--- config.mk ---
export PLATFORM = sky130hd
export DESIGN_NAME = sesh_queue
export DESIGN_NICKNAME = d
export VERILOG_FILES = /design/src/rtl/core/sesh_pkg.sv /design/src/rtl/core/sesh_queue.sv
export SDC_FILE = /design/constraint.sdc
export NUM_CORES = 1
export LEC_CHECK = 0
export ABC_CLOCK_PERIOD_IN_PS = 6300
export BUFFER_PORTS_ARGS = -buffer_cell sky130_fd_sc_hd__buf_2
export CORE_MARGIN = 3
export CORE_UTILIZATION = 50
export DETAILED_ROUTE_END_ITERATION = 16
export PLACE_DENSITY = 0.71
export SYNTH_ARGS = -nofsm -noshare
export SYNTH_HDL_FRONTEND = slang
export SYNTH_SLANG_ARGS = --single-unit
--- constraint.sdc ---
create_clock -name clk -period 6.3 [get_ports clk]
set_clock_uncertainty 0.1 [all_clocks]
set_input_delay 0.63 -clock clk [delete_from_list [all_inputs] [get_ports clk]]
set_output_delay 0.63 -clock clk [all_outputs]
set_load 0.02 [all_outputs]
--- src/rtl/core/sesh_pkg.sv ---
`timescale 1ns / 1ps

package sesh_pkg;

  localparam int LOG_FRAC = 16;
  localparam int COUNT_W = 16;
  localparam int COLOR_W = 24;
  localparam int IDX_W = 4;
  localparam int COORD_W = 32;
  localparam int SQ_W = 2 * COORD_W;
  localparam int S_W = COUNT_W + 1 + LOG_FRAC;
  localparam int REM_W = S_W - LOG_FRAC;
  localparam int MAXI_W = 16;
  localparam int SIZE_W = 5;
  localparam int QUEUE_DEPTH = 4;
  localparam int QPTR_W = 2;

  localparam logic OP_WRITE = 1'b0;
  localparam logic OP_SHADE = 1'b1;

  localparam logic REG_ITER_LIMIT = 1'b0;
  localparam logic REG_PAL_SIZE = 1'b1;

  localparam logic [MAXI_W-1:0] ITER_LIMIT_RESET = 16'd256;
  localparam logic [SIZE_W-1:0] PAL_SIZE_RESET = 5'd8;

  typedef struct packed {
    logic               op;
    logic [IDX_W-1:0]   idx;
    logic [COLOR_W-1:0] color;
    logic [COUNT_W-1:0] count;
    logic [SQ_W-1:0]    sqx;
    logic [SQ_W-1:0]    sqy;
  } item_t;

  typedef struct packed {
    logic               op;
    logic [IDX_W-1:0]   idx;
    logic [COLOR_W-1:0] color;
    logic [COUNT_W-1:0] count;
    logic               big;
  } side_t;

endpackage

--- src/rtl/core/sesh_queue.sv ---
`timescale 1ns / 1ps

module sesh_queue import sesh_pkg::*; (
  input  logic  clk,
  input  logic  rst,
  input  logic  push,
  input  item_t push_item,
  output logic  full,
  input  logic  pop,
  output logic  nonempty,
  output item_t pop_item
);

  item_t             mem [QUEUE_DEPTH];
  logic [QPTR_W-1:0] wptr;
  logic [QPTR_W-1:0] rptr;
  logic [QPTR_W:0]   count;

  assign full     = count == (QPTR_W+1)'(QUEUE_DEPTH);
  assign nonempty = count != '0;
  assign pop_item = mem[rptr];

  always_ff @(posedge clk) begin
    if (rst) begin
      wptr  <= '0;
      rptr  <= '0;
      count <= '0;
    end else begin
      if (push) begin
        wptr <= wptr + 1'b1;
      end
      if (pop) begin
        rptr <= rptr + 1'b1;
      end
      case ({push, pop})
        2'b10:   count <= count + 1'b1;
        2'b01:   count <= count - 1'b1;
        default: count <= count;
      endcase
    end
  end

  always_ff @(posedge clk) begin
    if (push) begin
      mem[wptr] <= push_item;
    end
  end

endmodule

==> impl_metrics.json <==
{
  "status": "finished clean",
  "p_clk_share_pct": 36.9,
  "antenna_found_initial": 16,
  "area_delta_synth_final_pct": 18.0,
  "nFillCells": 3393,
  "fmax_mhz": 289,
  "cts_setup_buffers": 0,
  "first_global_vias": 12000,
  "drtIter0Drc": 768,
  "viasPerCell": 5.49,
  "tritoncts": "done",
  "leakage_nw": 10.0,
  "dieArea_um2": 53600,
  "synth_xor_area_share_pct": 0.172,
  "synth_area_leaders": "edfxtp_1 (82%), mux4_2 (15%), buf_6 (0.75%)",
  "critPathSlowestCell": "buf_4",
  "synth_compound_area_share_pct": 0.0591,
  "arrival_ns": 2.73,
  "dp_hpwl_mm": 28.8,
  "routabilityCongestion": 0.693,
  "power_density_nw_per_um2": 344,
  "sequentialPowerShare_pct": 52.5,
  "ys_seq_area_share_pct": 82.5,
  "synth_area_um2": 25400,
  "root_buffer": "clkbuf_16",
  "dr.pass1.iters": 5,
  "hold_viol_final": 0,
  "fp.coreArea_um2": 49600,
  "drv_slew": 0,
  "cts_buffers": 72,
  "crit_required_ns": 5.57,
  "layout-drive-gt1-share_pct": 45.3,
  "worst_pin_slew_ns": 0.998,
  "start_kind": "flip-flop",
  "ant_nets": 0,
  "cts_resized": 0,
  "grt_pass1_wl_mm": 74.0,
  "synthSimpleGateAreaFrac_pct": 0.305,
  "min_period_ns": 3.46,
  "cellInternalPower_mw": 7.98,
  "dieHeight_um": 231,
  "syn_avg_cell_area_um2": 26.7,
  "grt_use_total_pct": 18.5,
  "power.switching_mw": 2.33,
  "yosys.area.top_type_share_pct": 81.8,
  "vias": 11300,
  "ios": 352,
  "yosysUniqueCellTypes": 20,
  "cts_hold_buf": 0,
  "layout_commonest_cell": "edfxtp_1",
  "path_max_fanout": 58,
  "path_clk_slew_ns": 0.06,
  "initial_core_util_pct": 51.3,
  "clock_path_buffers": 3,
  "synth_seq_cells": 701,
  "min_path_type": "primary input to flip-flop",
  "syn_inst": 950,
  "fp.dieW_um": 231,
  "ctsHtreeMaxLevel": 3,
  "relSlewSlack_pct": 33.5,
  "rows": 81,
  "nets": 1531,
  "synth_top_cell_by_area": "edfxtp_1",
  "path_cells": "buf_4 -> mux4_2 -> buf_2",
  "drc": 0,
  "grt_max_degree": 99,
  "drt_wl_total_mm": 48.6,
  "synth_adder_area_share_pct": 0.325,
  "setup_viol": 0,
  "overflow": 0,
  "synth_nets": 1133,
  "switching_share_pct": 22.6,
  "p_comb_share_pct": 10.6,
  "port_buffers": 351,
  "layout_common_cells": "edfxtp_1 (692), buf_2 (351), mux4_2 (173)",
  "rsz0062_at_grt": "false",
  "synthMuxAreaShare_pct": 15.4,
  "endpoint_kind": "output pin",
  "fin_crit_sh_pct": 54.9,
  "yosys_warnings": 0,
  "cap_violations": 0,
  "ir_drop_uv": 340,
  "setup_tns_ns": 0,
  "clk_latency_ns": 0.58,
  "critical_path_class": "flip-flop to output pin",
  "cp_slowest_stage_delay_ns": 0.75,
  "wl_per_cell_um": 23.5,
  "cts.sinks": 701,
  "power.total_mw": 10.3,
  "synth_top_family_by_area": "multiplexers"
}
[area by class of cell]
cell class	count	area (um^2)	area share [%]
flip-flops and latches	701	21000	69.9
repair buffers	363	1930	6.45
clock inverters	33	208	0.692
diodes	6	15.0	0.0501
well taps	664	831	2.77
inverters	6	22.5	0.0751
clock buffers	88	1880	6.28
multi-input cells	204	4140	13.8
[path summary, 6_finish.rpt]
kind	end	startpoint	depth (start not counted)	slack, ns
max	pop_item[9]	flip-flop	3	2.84
min	mem[2][107]	push_item[107]	1	0.15
max reg2reg	mem[1][85]	wptr[0]	3	3.78
min reg2reg	count[2]	count[2]	2	0.40
[routing by layer]
layer | vias to the layer above | routed length (um) | GRT usage (%)
met5 | - | 128 | 0
met4 | 20 | 913 | 5.62
met3 | 76 | 4740 | 6.74
met2 | 378 | 23600 | 28.7
met1 | 5937 | 19200 | 24.9
li1 | 4923 | - | -
[through the flow]
| stage | cell area, um^2 | worst slack, ns | cells | util [%] | hold slack, ns |
|---|---|---|---|---|---|
| 2_1_floorplan | 25400 | 1.08 | 950 | - | 0.362 |
| 3_3_place_gp | 27900 | 3.44 | 1938 | 56.3 | 0.384 |
| 3_5_place_dp | 27900 | 3.41 | 1938 | 56.3 | 0.396 |
| 4_1_cts | 30000 | 2.76 | 2059 | 60.5 | 0.111 |
| 5_1_grt | 30000 | 2.71 | 2060 | 60.5 | 0.134 |
| 6_report | 30000 | 2.84 | 2065 | 60.5 | 0.151 |
[state kept, by name, summed over array words and instances, names as in the netlist, named ones only]
name	count
count	3
rptr	2
wptr	2
mem	692
[power groups by stage]
stage	sequential, mW	combinational (mW)	clock, mW
global route	5.43	1.17	4.11
finish	5.42	1.09	3.80
CTS	5.42	1.12	3.90
global placement	5.50	1.10	0
floorplan	5.53	0.721	0
detailed placement	5.52	1.11	0
[cells in the mapped netlist]
| master | number |
|---|---|
| edfxtp_1 | 692 |
| mux4_2 | 173 |
| buf_2 | 17 |
| buf_6 | 17 |
| dfxtp_1 | 9 |
| nor2_1 | 8 |
| inv_1 | 6 |
| ha_1 | 5 |
| and2_1 | 4 |
| clkbuf_1 | 3 |
| xor2_1 | 3 |
| a21oi_1 | 2 |
| buf_4 | 2 |
| or3_1 | 2 |
| xnor2_1 | 2 |
| and3_1 | 1 |
| fa_1 | 1 |
| mux2i_1 | 1 |
| nand2_1 | 1 |
| o21ai_0 | 1 |
[cells by family after synthesis]
group | count (synthesis)
fa+ha+maj | 6
flops | 701
compound gates | 3
buf+inv | 45
simple gates | 16
mux | 174
xor+xnor | 5
[worst max-delay path: cells and delay by family, from the launching register on]
| family | cells | cell delay, ns |
|---|---|---|
| buffers and inverters | 2 | 0.93 |
| multiplexers | 1 | 0.45 |
| flip-flops | 1 | 0.68 |
(Power assumes the default switching activity.)
