File: src/rtl/core/sesh_pkg.sv
`timescale 1ns / 1ps

package sesh_pkg;

  localparam int LOG_FRAC = 16;
  localparam int COUNT_W = 16;
  localparam int COLOR_W = 24;
  localparam int IDX_W = 4;
  localparam int COORD_W = 32;
  localparam int SQ_W = 2 * COORD_W;
  localparam int S_W = COUNT_W + 1 + LOG_FRAC;
  localparam int REM_W = S_W - LOG_FRAC;
  localparam int MAXI_W = 16;
  localparam int SIZE_W = 5;
  localparam int QUEUE_DEPTH = 4;
  localparam int QPTR_W = 2;

  localparam logic OP_WRITE = 1'b0;
  localparam logic OP_SHADE = 1'b1;

  localparam logic REG_ITER_LIMIT = 1'b0;
  localparam logic REG_PAL_SIZE = 1'b1;

  localparam logic [MAXI_W-1:0] ITER_LIMIT_RESET = 16'd256;
  localparam logic [SIZE_W-1:0] PAL_SIZE_RESET = 5'd8;

  typedef struct packed {
    logic               op;
    logic [IDX_W-1:0]   idx;
    logic [COLOR_W-1:0] color;
    logic [COUNT_W-1:0] count;
    logic [SQ_W-1:0]    sqx;
    logic [SQ_W-1:0]    sqy;
  } item_t;

  typedef struct packed {
    logic               op;
    logic [IDX_W-1:0]   idx;
    logic [COLOR_W-1:0] color;
    logic [COUNT_W-1:0] count;
    logic               big;
  } side_t;

endpackage

File: src/rtl/core/sesh_front.sv
`timescale 1ns / 1ps

module sesh_front import sesh_pkg::*; (
  input  logic                      clk,
  input  logic                      rst,
  input  logic                      item_valid,
  output logic                      item_ready,
  input  logic                      operation,
  input  logic [IDX_W-1:0]          entry_index,
  input  logic [COLOR_W-1:0]        entry_color,
  input  logic [COUNT_W-1:0]        escape_count,
  input  logic signed [COORD_W-1:0] z_real,
  input  logic signed [COORD_W-1:0] z_imag,
  output logic                      push,
  output item_t                     push_item,
  input  logic                      full
);

  logic                held;
  item_t               hold;
  logic [COORD_W-1:0]  ax;
  logic [COORD_W-1:0]  ay;
  logic                take;

  assign ax = z_real[COORD_W-1] ? COORD_W'(-z_real) : COORD_W'(z_real);
  assign ay = z_imag[COORD_W-1] ? COORD_W'(-z_imag) : COORD_W'(z_imag);

  assign push       = held && !full;
  assign item_ready = !held || !full;
  assign take       = item_valid && item_ready;
  assign push_item  = hold;

  always_ff @(posedge clk) begin
    if (rst) begin
      held <= 1'b0;
    end else if (take) begin
      held <= 1'b1;
    end else if (push) begin
      held <= 1'b0;
    end
  end

  always_ff @(posedge clk) begin
    if (take) begin
      hold.op    <= operation;
      hold.idx   <= entry_index;
      hold.color <= entry_color;
      hold.count <= escape_count;
      hold.sqx   <= SQ_W'(ax) * SQ_W'(ax);
      hold.sqy   <= SQ_W'(ay) * SQ_W'(ay);
    end
  end

endmodule

File: config.mk
export PLATFORM = sky130hd
export DESIGN_NAME = sesh_front
export DESIGN_NICKNAME = d
export VERILOG_FILES = /design/src/rtl/core/sesh_pkg.sv /design/src/rtl/core/sesh_front.sv
export SDC_FILE = /design/constraint.sdc
export NUM_CORES = 2
export LEC_CHECK = 0
export BUFFER_PORTS_ARGS = -buffer_cell sky130_fd_sc_hd__buf_2
export CAP_MARGIN = 30
export CORE_ASPECT_RATIO = 0.6
export CORE_MARGIN = 4
export CORE_UTILIZATION = 50
export CTS_CLUSTER_SIZE = 40
export DETAILED_ROUTE_END_ITERATION = 16
export PLACE_DENSITY = 0.77
export SYNTH_ARGS = -nofsm -noshare
export SYNTH_HDL_FRONTEND = slang
export SYNTH_SLANG_ARGS = --single-unit
File: constraint.sdc
create_clock -name clk -period 12 [get_ports clk]
set_input_delay 1.2 -clock clk [delete_from_list [all_inputs] [get_ports clk]]
set_output_delay 1.2 -clock clk [all_outputs]
set_load 0.05 [all_outputs]
==> results.yml <==
min_path:
  min_path_type: "flop to flop"
  timing.hold.worst.start: "held$_SDFFE_PP0P_"
timing:
  timing.hold.ws_ns: 0.5043
  hold_viol_final: 0
  finalClockSkew_ns: 0.02331
  fin_setup_tns_ns: 0
  min_period_over_period_pct: 94.70
  final_period_minus_worst_setup_slack_ns: 11.36
  final-setup-viol-count: 0
  timing_max_transition_violations_final: 0
  grt_setup_unrepaired: "false"
  tightestPinTransition_ns: 1.056
  max_slew_margin_pct: 29.49
  fmax_mhz: 87.99
flow_run:
  timing.max_cap.violations: 0
worst_setup_path:
  r2r_slack_ns: 9.64
  path_common_cell: "sky130_fd_sc_hd__fa_1"
  cell_type_of_the_slowest_stage_on_the_worst_timing_path: "sky130_fd_sc_hd__a21oi_1"
  critPathMaxFanout: 9
  r2r_end: "push_item[4]$_DFFE_PP_"
  cp_data_required_time_ns: 12.37
  cp-endpoint: "push_item[122]$_DFFE_PP_"
  crit_start: "z_real[1]"
  worst_ep_arrival_time_ns: 11.73
  rr_startpoint: "held$_SDFFE_PP0P_"
  critical_path_start_type: "input pin"
  slowest_delay_ns: 0.57
  endpoint_kind_of_the_worst_setup_timing_path: "flop"
  worst_r2r_path_cells: 3
  timing.setup.critical_path_class: "input pin to flop"
logic_synthesis:
  synthFlopType: "sky130_fd_sc_hd__edfxtp_1"
  seq_area_frac_synth_pct: 8.091
  synth.distinct_cells: 81
  syn_area_um2: 63710
  synth_area_per_cell_um2: 9.578
  synthArstFlopShare_pct: 0
  synth_enable_flop_cells: 171
  postSynthRegisterBits: 172
  syn_inst: 6652
  synth_warnings: 0
clock_tree:
  cts.repair.resized: 0
  cts.reportedPaths.clkPinSlew_ns: 0.09
  tritoncts.num_buffers: 17
  buffers_from_clock_root_to_sink_at_most: 2
  tritoncts_num_sinks: 172
  post_cts_hold_buffer_count: 0
  cts.root.buffer_cell: "sky130_fd_sc_hd__clkbuf_16"
  cts_max_level: 4
  clock_tree_from_tritoncts: "yes"
  clkLatencyLatePin_ns: 0.56
  cts_setup_buffers: 0
floorplanning:
  floorplan.initialDensity_pct: 50.37
  die_h_um: 284.5
  dieWidth_um: 468.8
  io_pins: 288
  dieArea_um2: 133400
  placementRows: 101
  core-area_um2: 126500
finish:
  share_of_layout_cells_above_drive_strength_1_pct: 8.114
  finish.utilization_pct: 54.42
  final-instance-count-excl-fill: 8701
  area_growth_syn_to_layout_pct: 8.050
  num-nets-final: 9259
  nFillCells: 11080
global_routing:
  grt_first_pass_wirelength_um: 307000
  grt_util_all_layers_pct: 30.84
  grt.overflow.total: 0
  initial_antenna_violation_count: 1
  number_of_global_route_vias_before_repair: 50600
  maximum_number_of_pins_on_one_net_before_global_route_repair: 71
route:
  firstDrtPassIters: 6
  detail_route.wirelength_um: 199900
  drt_first_iter_violations: 5021
  route.detailed.vias_per_inst: 5.413
  drc_violations_left: 0
  route.detailed.wl_per_inst_um: 22.98
  ant_nets: 0
  vias: 47100
place:
  weighted_congestion_at_the_end_of_routability_driven_global_placement: 1.040
  port_buffers: 285
  detailed_place_hpwl_um: 169900
  dpl_cells: 8664
status:
  run_status: "complete, no violations"
[layout make-up]
cell class / count / area (um^2) / area share (%)
multi-input combinational: 4309 / 50540 / 73.42
inverter: 2015 / 7566 / 10.99
sequential: 172 / 5155 / 7.488
timing repair buffer: 472 / 2880 / 4.184
tap: 1699 / 2126 / 3.088
clock buffer: 17 / 425.4 / 0.6180
clock inverter: 15 / 137.6 / 0.1999
antenna: 2 / 5.005 / 0.007270
[sequential cells by signal, indices dropped and copies added (netlist names)]
name and count:
push_item 171, held 1
[metrics by stage]
step           setup slack [ns]  area (um^2)
3_5_place_dp             0.3301        68230
2_1_floorplan            0.7352        63900
4_1_cts                  0.8757        68790
3_3_place_gp           0.003380        68210
5_1_grt                  0.3085        68830
6_report                 0.6357        68840
[kinds of logic after synthesis]
family	count (synthesis)	share of synthesized area [%]
flip-flops	172	8.091
XOR/XNOR	236	3.286
multiplexers	6	0.1002
adder cells (fa/ha/maj)	2159	61.15
buffers and inverters	2221	13.16
other	2	0.01179
AND/OR/NAND/NOR	1342	8.778
AO/OA/AOI/OAI	514	5.424
[worst max-delay path, delay by kind of cell]
family / cells / cell delay, ns
adders and majority gates: 10 / 4.42
buffers and inverters: 11 / 1.52
AOI/OAI and AO/OA: 7 / 2.21
and+or+nand+nor: 7 / 2.11
xor gates and xnor gates: 1 / 0.24
[cells in the final DEF, fill, tap and decap left out, types with 69 or more instances in the layout]
cell and count:
sky130_fd_sc_hd__o21ai_0 69, sky130_fd_sc_hd__fa_1 1591, sky130_fd_sc_hd__xor2_1 87, sky130_fd_sc_hd__edfxtp_1 171
sky130_fd_sc_hd__nand2_1 585, sky130_fd_sc_hd__buf_2 286, sky130_fd_sc_hd__ha_1 568, sky130_fd_sc_hd__nor2_1 547
sky130_fd_sc_hd__a21oi_1 152, sky130_fd_sc_hd__buf_4 182, sky130_fd_sc_hd__a21o_1 104, sky130_fd_sc_hd__xnor2_1 128
sky130_fd_sc_hd__inv_1 1994
[cells in the mapped netlist (11+ instances only)]
library cell | instances | area, um^2
sky130_fd_sc_hd__and2_1 | 22 | 137.6
sky130_fd_sc_hd__nand3_1 | 19 | 95.09
sky130_fd_sc_hd__and3_1 | 15 | 93.84
sky130_fd_sc_hd__fa_1 | 1591 | 31850
sky130_fd_sc_hd__o31ai_1 | 17 | 127.6
sky130_fd_sc_hd__o21a_1 | 14 | 105.1
sky130_fd_sc_hd__a31o_2 | 11 | 96.34
sky130_fd_sc_hd__xnor2_1 | 143 | 1252
sky130_fd_sc_hd__clkbuf_1 | 171 | 641.9
sky130_fd_sc_hd__nor3_1 | 32 | 160.2
sky130_fd_sc_hd__o21ai_0 | 71 | 355.3
sky130_fd_sc_hd__xor2_1 | 91 | 797.0
sky130_fd_sc_hd__inv_1 | 1994 | 7485
sky130_fd_sc_hd__buf_1 | 18 | 67.56
sky130_fd_sc_hd__a21oi_1 | 152 | 760.7
sky130_fd_sc_hd__a21o_1 | 104 | 780.8
sky130_fd_sc_hd__edfxtp_1 | 171 | 5135
sky130_fd_sc_hd__ha_1 | 568 | 7107
sky130_fd_sc_hd__nand2_1 | 585 | 2196
sky130_fd_sc_hd__nor2b_1 | 15 | 93.84
sky130_fd_sc_hd__nor2_1 | 547 | 2053
sky130_fd_sc_hd__nand2b_1 | 13 | 81.33
sky130_fd_sc_hd__o21bai_1 | 37 | 277.8
sky130_fd_sc_hd__nand4_1 | 33 | 206.5
sky130_fd_sc_hd__clkinv_1 | 15 | 56.30
[routing by layer]
| metal | wire [um] | global-route usage, % |
|---|---|---|
| met5 | 45 | 0.3608 |
| met3 | 32820 | 15.18 |
| met4 | 4475 | 6.140 |
| met1 | 85070 | 46.25 |
| met2 | 77540 | 39.94 |
[how the worst min path moves through the flow]
stage,to,cells after the start
floorplan,held$_SDFFE_PP0P_,2
CTS,held$_SDFFE_PP0P_,2
finish,held$_SDFFE_PP0P_,2
detailed placement,held$_SDFFE_PP0P_,2
global placement,held$_SDFFE_PP0P_,2
global route,held$_SDFFE_PP0P_,2
Power is left out: the tool's default activity adds up to more than one toggle a clock period on the data nets, which glitch-free logic cannot reach.
